<file path="src/hdl/tsd_pkg.sv">
package tsd_pkg;

    // Field widths.
    localparam int DATA_W    = 32;
    localparam int PHYS_W    = 29;
    localparam int HITS_W    = 2;
    localparam int CFG_IDX_W = 3;

    typedef logic [DATA_W-1:0] t_data;
    typedef logic [PHYS_W-1:0] t_phys;
    typedef logic [HITS_W-1:0] t_hits;
    typedef logic [CFG_IDX_W-1:0] t_cfg_idx;

    // Hit count at which a tracker counts as a stream.
    localparam t_hits HITS_MAX = 2'd2;
    localparam t_hits HITS_ONE = 2'd1;
    localparam t_hits HITS_EMPTY = 2'd0;

    // Configuration register indexes.
    localparam t_cfg_idx CFG_LOW_DEST    = 3'd0;
    localparam t_cfg_idx CFG_MATCH_SIZE  = 3'd1;
    localparam t_cfg_idx CFG_WINDOW_LOW  = 3'd2;
    localparam t_cfg_idx CFG_WINDOW_HIGH = 3'd3;

    // Configuration reset values.
    localparam logic  RST_LOW_DEST    = 1'b0;
    localparam t_data RST_MATCH_SIZE  = 32'd1024;
    localparam t_phys RST_WINDOW_LOW  = 29'h0c20_0000;
    localparam t_phys RST_WINDOW_HIGH = 29'h0d00_0000;

endpackage

</file>
<file path="src/hdl/transfer_stream_detector_top.sv">
// Sequence: after a transfer is accepted, a check step filters it; a request that passes
// scans one tracker entry per cycle through the single entry comparator and the one read
// port of the tracker memory, a fill step writes an entry on a miss, and the done step
// presents the result once the output register is free.
// Requests: one at a time; the next is taken once the result is in the output register.
// Reset (synchronous): control, hit counters and configuration registers reset; no sweep.
module transfer_stream_detector_top #(
    parameter int ENTRIES = 8
) (
    input  logic                      i_clk,
    input  logic                      i_rst_n,
    // Configuration write port.
    input  logic                      i_cfg_we,
    input  tsd_pkg::t_cfg_idx         i_cfg_index,
    input  tsd_pkg::t_data            i_cfg_data,
    // Request channel.
    input  logic                      i_in_valid,
    output logic                      o_in_stall,
    input  tsd_pkg::t_data            i_dest_addr,
    input  tsd_pkg::t_data            i_transfer_size,
    input  tsd_pkg::t_data            i_read_offset,
    // Result channel.
    output logic                      o_out_valid,
    input  logic                      i_out_stall,
    output logic                      o_is_stream
);
    import tsd_pkg::*;

    localparam int IDX_W = (ENTRIES > 1) ? $clog2(ENTRIES) : 1;
    localparam logic [IDX_W-1:0] LAST_IDX = IDX_W'(ENTRIES - 1);

    localparam logic [2:0] S_IDLE  = 3'd0;
    localparam logic [2:0] S_CHECK = 3'd1;
    localparam logic [2:0] S_SCAN  = 3'd2;
    localparam logic [2:0] S_FILL  = 3'd3;
    localparam logic [2:0] S_DONE  = 3'd4;

    // Configuration registers.
    logic  r_low_dest;
    t_data r_match_size;
    t_phys r_window_low;
    t_phys r_window_high;

    // Sequencer and request registers.
    logic [2:0]       r_state, n_state;
    logic [IDX_W-1:0] r_idx, n_idx;
    logic [IDX_W-1:0] r_slot, n_slot;
    logic             r_have, n_have;
    logic [IDX_W-1:0] r_fp, n_fp;
    logic             r_res, n_res;
    t_data            r_dest;
    t_data            r_size;
    t_data            r_off;
    logic             r_out_valid;
    logic             r_out_stream;

    // Tracker storage: hit counters in flops, the rest in memory.
    t_hits r_hits [ENTRIES];
    t_phys mem_dest [ENTRIES];
    t_data mem_size [ENTRIES];
    t_data mem_off  [ENTRIES];
    t_phys r_rd_dest;
    t_data r_rd_size;
    t_data r_rd_off;

    logic             w_all_en;
    logic             w_off_en;
    logic             hits_we;
    t_hits            hits_wdata;
    logic [IDX_W-1:0] w_addr;

    t_phys            phys;
    t_hits            cur_hits;
    t_hits            inc_hits;
    logic             ent_match;
    logic             cand;
    logic             in_xfer;
    logic             out_free;

    assign in_xfer  = i_in_valid && !o_in_stall;
    assign out_free = !r_out_valid || !i_out_stall;
    assign phys     = r_dest[PHYS_W-1:0];
    assign cur_hits = r_hits[r_idx];
    assign inc_hits = (cur_hits < HITS_MAX) ? cur_hits + 1'b1 : cur_hits;
    assign ent_match = (cur_hits != HITS_EMPTY) && (r_rd_dest == phys) && (r_rd_size == r_size);
    assign cand = !r_have && (cur_hits < HITS_MAX);
    assign w_addr = (r_state == S_FILL) ? r_slot : r_idx;

    // Sequencer: filter the request, scan one entry per cycle when it passes, fill on a miss.
    always_comb begin
        n_state    = r_state;
        n_idx      = r_idx;
        n_slot     = r_slot;
        n_have     = r_have;
        n_fp       = r_fp;
        n_res      = r_res;
        w_all_en   = 1'b0;
        w_off_en   = 1'b0;
        hits_we    = 1'b0;
        hits_wdata = inc_hits;
        unique case (r_state)
            S_IDLE: begin
                if (in_xfer) begin
                    n_state = S_CHECK;
                end
            end
            S_CHECK: begin
                n_idx  = '0;
                n_have = 1'b0;
                n_res  = 1'b0;
                if (r_dest[DATA_W-1:DATA_W-8] == 8'd0) begin
                    n_res   = r_low_dest;
                    n_state = S_DONE;
                end else if (r_size != r_match_size || phys < r_window_low ||
                             phys >= r_window_high) begin
                    n_state = S_DONE;
                end else begin
                    n_state = S_SCAN;
                end
            end
            S_SCAN: begin
                if (ent_match) begin
                    n_state = S_DONE;
                    if (r_rd_off == r_off) begin
                        n_res = 1'b0;
                    end else begin
                        w_off_en = 1'b1;
                        hits_we  = 1'b1;
                        n_res    = (inc_hits >= HITS_MAX);
                    end
                end else if (cur_hits == HITS_EMPTY) begin
                    n_slot  = r_idx;
                    n_state = S_FILL;
                end else begin
                    if (cand) begin
                        n_slot = r_idx;
                        n_have = 1'b1;
                    end
                    if (r_idx == LAST_IDX) begin
                        // No free or young entry: take the round-robin victim.
                        if (!r_have && !cand) begin
                            n_slot = r_fp;
                            n_fp   = (r_fp == LAST_IDX) ? '0 : r_fp + 1'b1;
                        end
                        n_state = S_FILL;
                    end else begin
                        n_idx = r_idx + 1'b1;
                    end
                end
            end
            S_FILL: begin
                w_all_en   = 1'b1;
                hits_we    = 1'b1;
                hits_wdata = HITS_ONE;
                n_res      = 1'b0;
                n_state    = S_DONE;
            end
            S_DONE: begin
                if (out_free) begin
                    n_state = S_IDLE;
                end
            end
            default: begin
                n_state = S_IDLE;
            end
        endcase
    end

    assign o_in_stall = (r_state != S_IDLE);

    // Control registers.
    always_ff @(posedge i_clk) begin
        if (!i_rst_n) begin
            r_state     <= S_IDLE;
            r_idx       <= '0;
            r_slot      <= '0;
            r_have      <= 1'b0;
            r_fp        <= '0;
            r_res       <= 1'b0;
            r_out_valid <= 1'b0;
        end else begin
            r_state <= n_state;
            r_idx   <= n_idx;
            r_slot  <= n_slot;
            r_have  <= n_have;
            r_fp    <= n_fp;
            r_res   <= n_res;
            if (r_state == S_DONE && out_free) begin
                r_out_valid <= 1'b1;
            end else if (!i_out_stall) begin
                r_out_valid <= 1'b0;
            end
        end
    end

    // Request capture and result register.
    always_ff @(posedge i_clk) begin
        if (in_xfer) begin
            r_dest <= i_dest_addr;
            r_size <= i_transfer_size;
            r_off  <= i_read_offset;
        end
        if (r_state == S_DONE && out_free) begin
            r_out_stream <= r_res;
        end
    end

    assign o_out_valid = r_out_valid;
    assign o_is_stream = r_out_stream;

    // Hit counters; zero marks an empty entry.
    always_ff @(posedge i_clk) begin
        if (!i_rst_n) begin
            for (int i = 0; i < ENTRIES; i++) begin
                r_hits[i] <= HITS_EMPTY;
            end
        end else if (hits_we) begin
            r_hits[w_addr] <= hits_wdata;
        end
    end

    // Tracker memory: one write port, one registered read port addressed ahead.
    always_ff @(posedge i_clk) begin
        if (w_all_en) begin
            mem_dest[w_addr] <= phys;
            mem_size[w_addr] <= r_size;
        end
        if (w_all_en || w_off_en) begin
            mem_off[w_addr] <= r_off;
        end
        r_rd_dest <= mem_dest[n_idx];
        r_rd_size <= mem_size[n_idx];
        r_rd_off  <= mem_off[n_idx];
    end

    // Configuration writes; unknown indexes are dropped.
    always_ff @(posedge i_clk) begin
        if (!i_rst_n) begin
            r_low_dest    <= RST_LOW_DEST;
            r_match_size  <= RST_MATCH_SIZE;
            r_window_low  <= RST_WINDOW_LOW;
            r_window_high <= RST_WINDOW_HIGH;
        end else if (i_cfg_we) begin
            unique case (i_cfg_index)
                CFG_LOW_DEST:    r_low_dest    <= i_cfg_data[0];
                CFG_MATCH_SIZE:  r_match_size  <= i_cfg_data;
                CFG_WINDOW_LOW:  r_window_low  <= i_cfg_data[PHYS_W-1:0];
                CFG_WINDOW_HIGH: r_window_high <= i_cfg_data[PHYS_W-1:0];
                default: begin
                end
            endcase
        end
    end

    // An accepted transfer always moves the sequencer into the check step.
    a_accept_check: assert property (@(posedge i_clk) disable iff (!i_rst_n)
        in_xfer |=> (r_state == S_CHECK))
        else $error("accepted transfer did not start a check");

    // A new result appears only out of the done step.
    a_result_source: assert property (@(posedge i_clk) disable iff (!i_rst_n)
        $rose(r_out_valid) |-> $past(r_state == S_DONE))
        else $error("result raised outside the done step");

    // The scan index and the fill slot stay inside the table.
    a_index_range: assert property (@(posedge i_clk) disable iff (!i_rst_n)
        (r_state == S_SCAN || r_state == S_FILL) |-> (r_idx <= LAST_IDX && r_slot <= LAST_IDX))
        else $error("tracker index out of range");

endmodule
</file>
<file path="config.mk">
export PLATFORM = sky130hd
export DESIGN_NAME = transfer_stream_detector_top
export DESIGN_NICKNAME = d
export VERILOG_FILES = /design/src/hdl/tsd_pkg.sv /design/src/hdl/transfer_stream_detector_top.sv
export SDC_FILE = /design/constraint.sdc
export NUM_CORES = 1
export LEC_CHECK = 0
export BUFFER_PORTS_ARGS = -buffer_cell sky130_fd_sc_hd__buf_2
export CAP_MARGIN = 20
export CORE_MARGIN = 1.5
export CORE_UTILIZATION = 50
export CTS_CLUSTER_DIAMETER = 80
export DETAILED_ROUTE_END_ITERATION = 8
export GPL_ROUTABILITY_DRIVEN = 1
export PLACE_DENSITY = 0.69
export SLEW_MARGIN = 25
export SYNTH_ARGS = -nofsm -noshare
export SYNTH_HDL_FRONTEND = slang
export SYNTH_SLANG_ARGS = --single-unit
</file>
<file path="constraint.sdc">
create_clock -name i_clk -period 17.7 [get_ports i_clk]
set_input_delay 0.885 -clock i_clk [delete_from_list [all_inputs] [get_ports i_clk]]
set_output_delay 0.885 -clock i_clk [all_outputs]
set_load 0.01 [all_outputs]
</file>
==> impl_results.md <==
- I/O pins: 139
- Die area: 0.0889 sq mm
- Met2 wire len: 54,000 um
- Final net count: 3,599
- Post-synthesis sequential area ratio: 68.3%
- CTS Hold Bufs: 0
- Final GP Congestion: 0.912
- Synth Area in Adders: 1.75%
- Antenna Violating Nets Remaining: 0
- Final wirelength: 117,000 um
- Skew final: 0.0321 ns
- Grt total ovfl: 0
- Mean routed wirelength per cell: 25.1 um
- Setup total negative slack: 0 ns
- DR iter-0 viols: 3,012
- Post_cts resized: 0
- Crit path DAT: 6.64 ns
- # DRC: 0
- Hold Crit Class: in2reg
- DR vias/cell: 6.29
- Clk sinks: 1,056
- RSZ-0062 raised after global routing: no
- Synth Area in Compound Gates: 15.7%
- FILL cells: 6,980
- Part of the cycle the worst path needs: 34.3%
- Origin of the critical flop-to-flop path: r_idx[0]
- Wire length on met3: 10,100 um
- Initial antenna violation count: 4
- Reg2Reg Setup Slack: 11.63 ns
- Mapped Avg Cell Area: 12.9 sq um
- Leakage: 16.8 nW
- Root buf cell: clkbuf_16
- Max-slew violations: 0
- Rel. slew slack: 22.3%
- Hold Startpoint: i_dest_addr[6]
- Share of cells above drive strength 1: 11.4%
- Core area: 0.0865 sq mm
- All-Layer GR Usage: 25.8%
- Hold endpoint: r_dest[6]
- Uppermost layer routed: met5
- Port bufs: 138
- YS warnings: 0
- Worst-path clk slew: 0.06 ns
- Crit Path Category: reg2reg
- Number of max-cap violations: 0
- Final Hold Viols: 0
- Switch Pwr: 1.14 mW
- R2R Path End: r_rd_off[17]
- Initial core utilization: 50.3%
- CP Max Fanout: 64
- Top_reg_cell synth: edfxtp_1
- Largest net degree at the start of global routing: 215
- Crit start category: flip-flop
- Setup Buffers After CTS: 0
- M1 WL: 48,600 um
- Final core utilization: 56.6%
- Commonest non-fill, non-tap cell in the layout: edfxtp_1
- Seq pwr share: 52.7%
- Syn nets: 3,580
- DR vias: 29,200
- DRT Pass-1 Iters: 5
- Yosys reg bits: 1,056
- Post-Syn Area: 0.0435 sq mm
- Crit end category: flip-flop
- H-tree levels: 3
- Skew-Pair Late Insertion Delay: 0.69 ns
- # setup viols final: 0
- CTS tree: done
- Sw Share: 21.4%
- Fraction of registers with async set/reset: 0%
- Area growth, synth to finish: 12.4%
- Gate count of the mapped netlist: 3,383
- First-pass GRT wire length: 175,000 um
- Slew @ Worst Pin: 1.17 ns
- Most frequent cells in the layout: 857 x edfxtp_1, 454 x inv_1, 379 x a31oi_1
- Combinational Power Share: 3.5%
- Area of the multi-input gates: 0.0112 sq mm
- Die height: 298 um
- Required time worst endpoint: 18.27 ns
- Post-synthesis simple-gate area fraction: 5.32%
- Status: complete, no violations
- Number of flops mapped to enable cells by yosys: 857
- Worst R2R Path Depth: 14
- Die width: 298 um
- Deepest clock path buffer count: 3
- DP Wirelength: 63,300 um
- Int Pwr: 4.16 mW
- Minimum clock period: 6.07 ns
- Achievable clock frequency: 0.165 GHz
- Worst vdd ir: 79.5 uV
- Synth Area in XOR/XNOR: 1.97%
- Yosys cell types: 62
- Vias in the first global route: 27,900
- Clock share of power: 43.8%
- Hold path cells: 1
- Pwr Density: 108 mW/mm^2
- Register Area: 0.0297 sq mm
- Mux share of post-synthesis cell area: 0.414%
- Num CTS Buffers: 107
- FP Rows: 108
- Largest family of logic cells by synthesized area: compound AO/OA/AOI/OAI gates
==> power by group through the flow <==
stage | Clock [mW] | Sequential [mW] | Combinational, mW
after floorplan | 0 | 2.81 | 0.107
after global placement | 0 | 2.84 | 0.178
after detailed placement | 0 | 2.84 | 0.181
after CTS | 2.35 | 2.79 | 0.183
after global routing | 2.44 | 2.80 | 0.198
final | 2.32 | 2.79 | 0.183
==> synthesized netlist by cell type (3+ instances only) <==
cell type  count  area, sq um
edfxtp_1     857        25700
inv_1        454         1700
a31oi_1      379         2370
a2111oi_0    372         3260
clkbuf_1     245          920
dfxtp_1      199         3980
nand2_1      192          721
nor4_1       128          801
a21oi_1      101          505
xor2_1        70          613
ha_1          61          763
nor2_1        41          154
buf_2         35          175
xnor2_1       28          245
nand4_1       27          169
nor2b_1       24          150
a21o_1        18          135
nor3_1        16         80.1
o21ai_0       15         75.1
o211ai_1      10         75.1
mux2i_1        9         90.1
o22ai_1        9         56.3
buf_1          7         26.3
nand3_1        7         35.0
a211oi_1       5         37.5
nand2b_1       5         31.3
a22oi_1        4         30.0
and2_1         4         25.0
mux4_2         4         90.1
o2bb2ai_1      4         35.0
o31ai_1        4         30.0
nor3b_1        3         22.5
o21a_1         3         22.5
o221ai_1       3         26.3
==> through the flow <==
stage	setup slack, ns	cell area, sq um	hold slack, ns	std cells	power, mW
floorplan	11.58	43500	0.408	3383	2.92
global placement	12.03	45200	0.443	4445	3.02
detailed placement	11.78	45300	0.447	4446	3.02
CTS	11.76	48900	0.334	4643	5.32
global route	11.22	48900	0.345	4645	5.43
finish	11.63	48900	0.369	4648	5.30
==> critical path: stages (launching register included) <==
cell and delay (ns):
dfxtp_1 0.78, mux4_2 0.39, nand2_1 0.06, nand2_1 0.11
inv_1 0.06, ha_1 0.30, a2111oi_0 0.35, nand4_1 0.22
nor4_4 0.47, and2_1 0.40, o221a_4 0.78, buf_4 0.71
buf_4 0.69, a2111oi_0 0.20, nor4_1 0.36
==> cell type report <==
| class | count | area share, % |
|---|---|---|
| multi-input cells | 1582 | 22.9 |
| diodes | 3 | 0.0153 |
| flip-flops and latches | 1056 | 60.7 |
| repair buffers | 199 | 2.55 |
| inverters | 456 | 3.50 |
| clock inverters | 52 | 1.38 |
| clock buffers | 145 | 6.00 |
| well taps | 1155 | 2.95 |
==> logic make-up (layout without fill, tap and decap cells) <==
group | after synthesis | count (layout)
compound gates | 947 | 947
simple gates | 463 | 463
other cells | 0 | 3
fa+ha+maj | 61 | 61
buf+inv | 745 | 852
mux | 13 | 13
xor+xnor | 98 | 98
flops | 1056 | 1056
==> how the worst max path moves through the flow <==
stage	endpoint	slack, ns	start	cells past startpoint
global placement	r_rd_size[26]	12.03	r_idx[0]	13
detailed placement	r_rd_dest[1]	11.78	r_idx[0]	14
CTS	r_rd_off[17]	11.76	r_idx[0]	14
global route	r_rd_off[17]	11.22	r_idx[0]	14
finish	r_rd_off[17]	11.63	r_idx[0]	14
floorplan	mem_dest[2][0]	11.58	r_state[2]	6
==> layer usage <==
layer	global-route usage [%]	up-vias
met5	0	-
met2	40.1	1362
li1	-	13100
met1	36.6	14500
met4	9.55	4
met3	4.57	228
==> sequential cells by signal (all words and copies together) (netlist names) <==
signal / cells
mem_dest: 232
mem_off: 256
mem_size: 256
o_is_stream: 1
o_out_valid: 1
r_dest: 32
r_fp: 3
r_have: 1
r_hits: 16
r_idx: 3
r_low_dest: 1
r_match_size: 32
r_off: 32
r_rd_dest: 29
r_rd_off: 32
r_rd_size: 32
r_res: 1
r_size: 32
r_slot: 3
r_state: 3
r_window_high: 29
r_window_low: 29
Power figures use the tool's default switching activity.
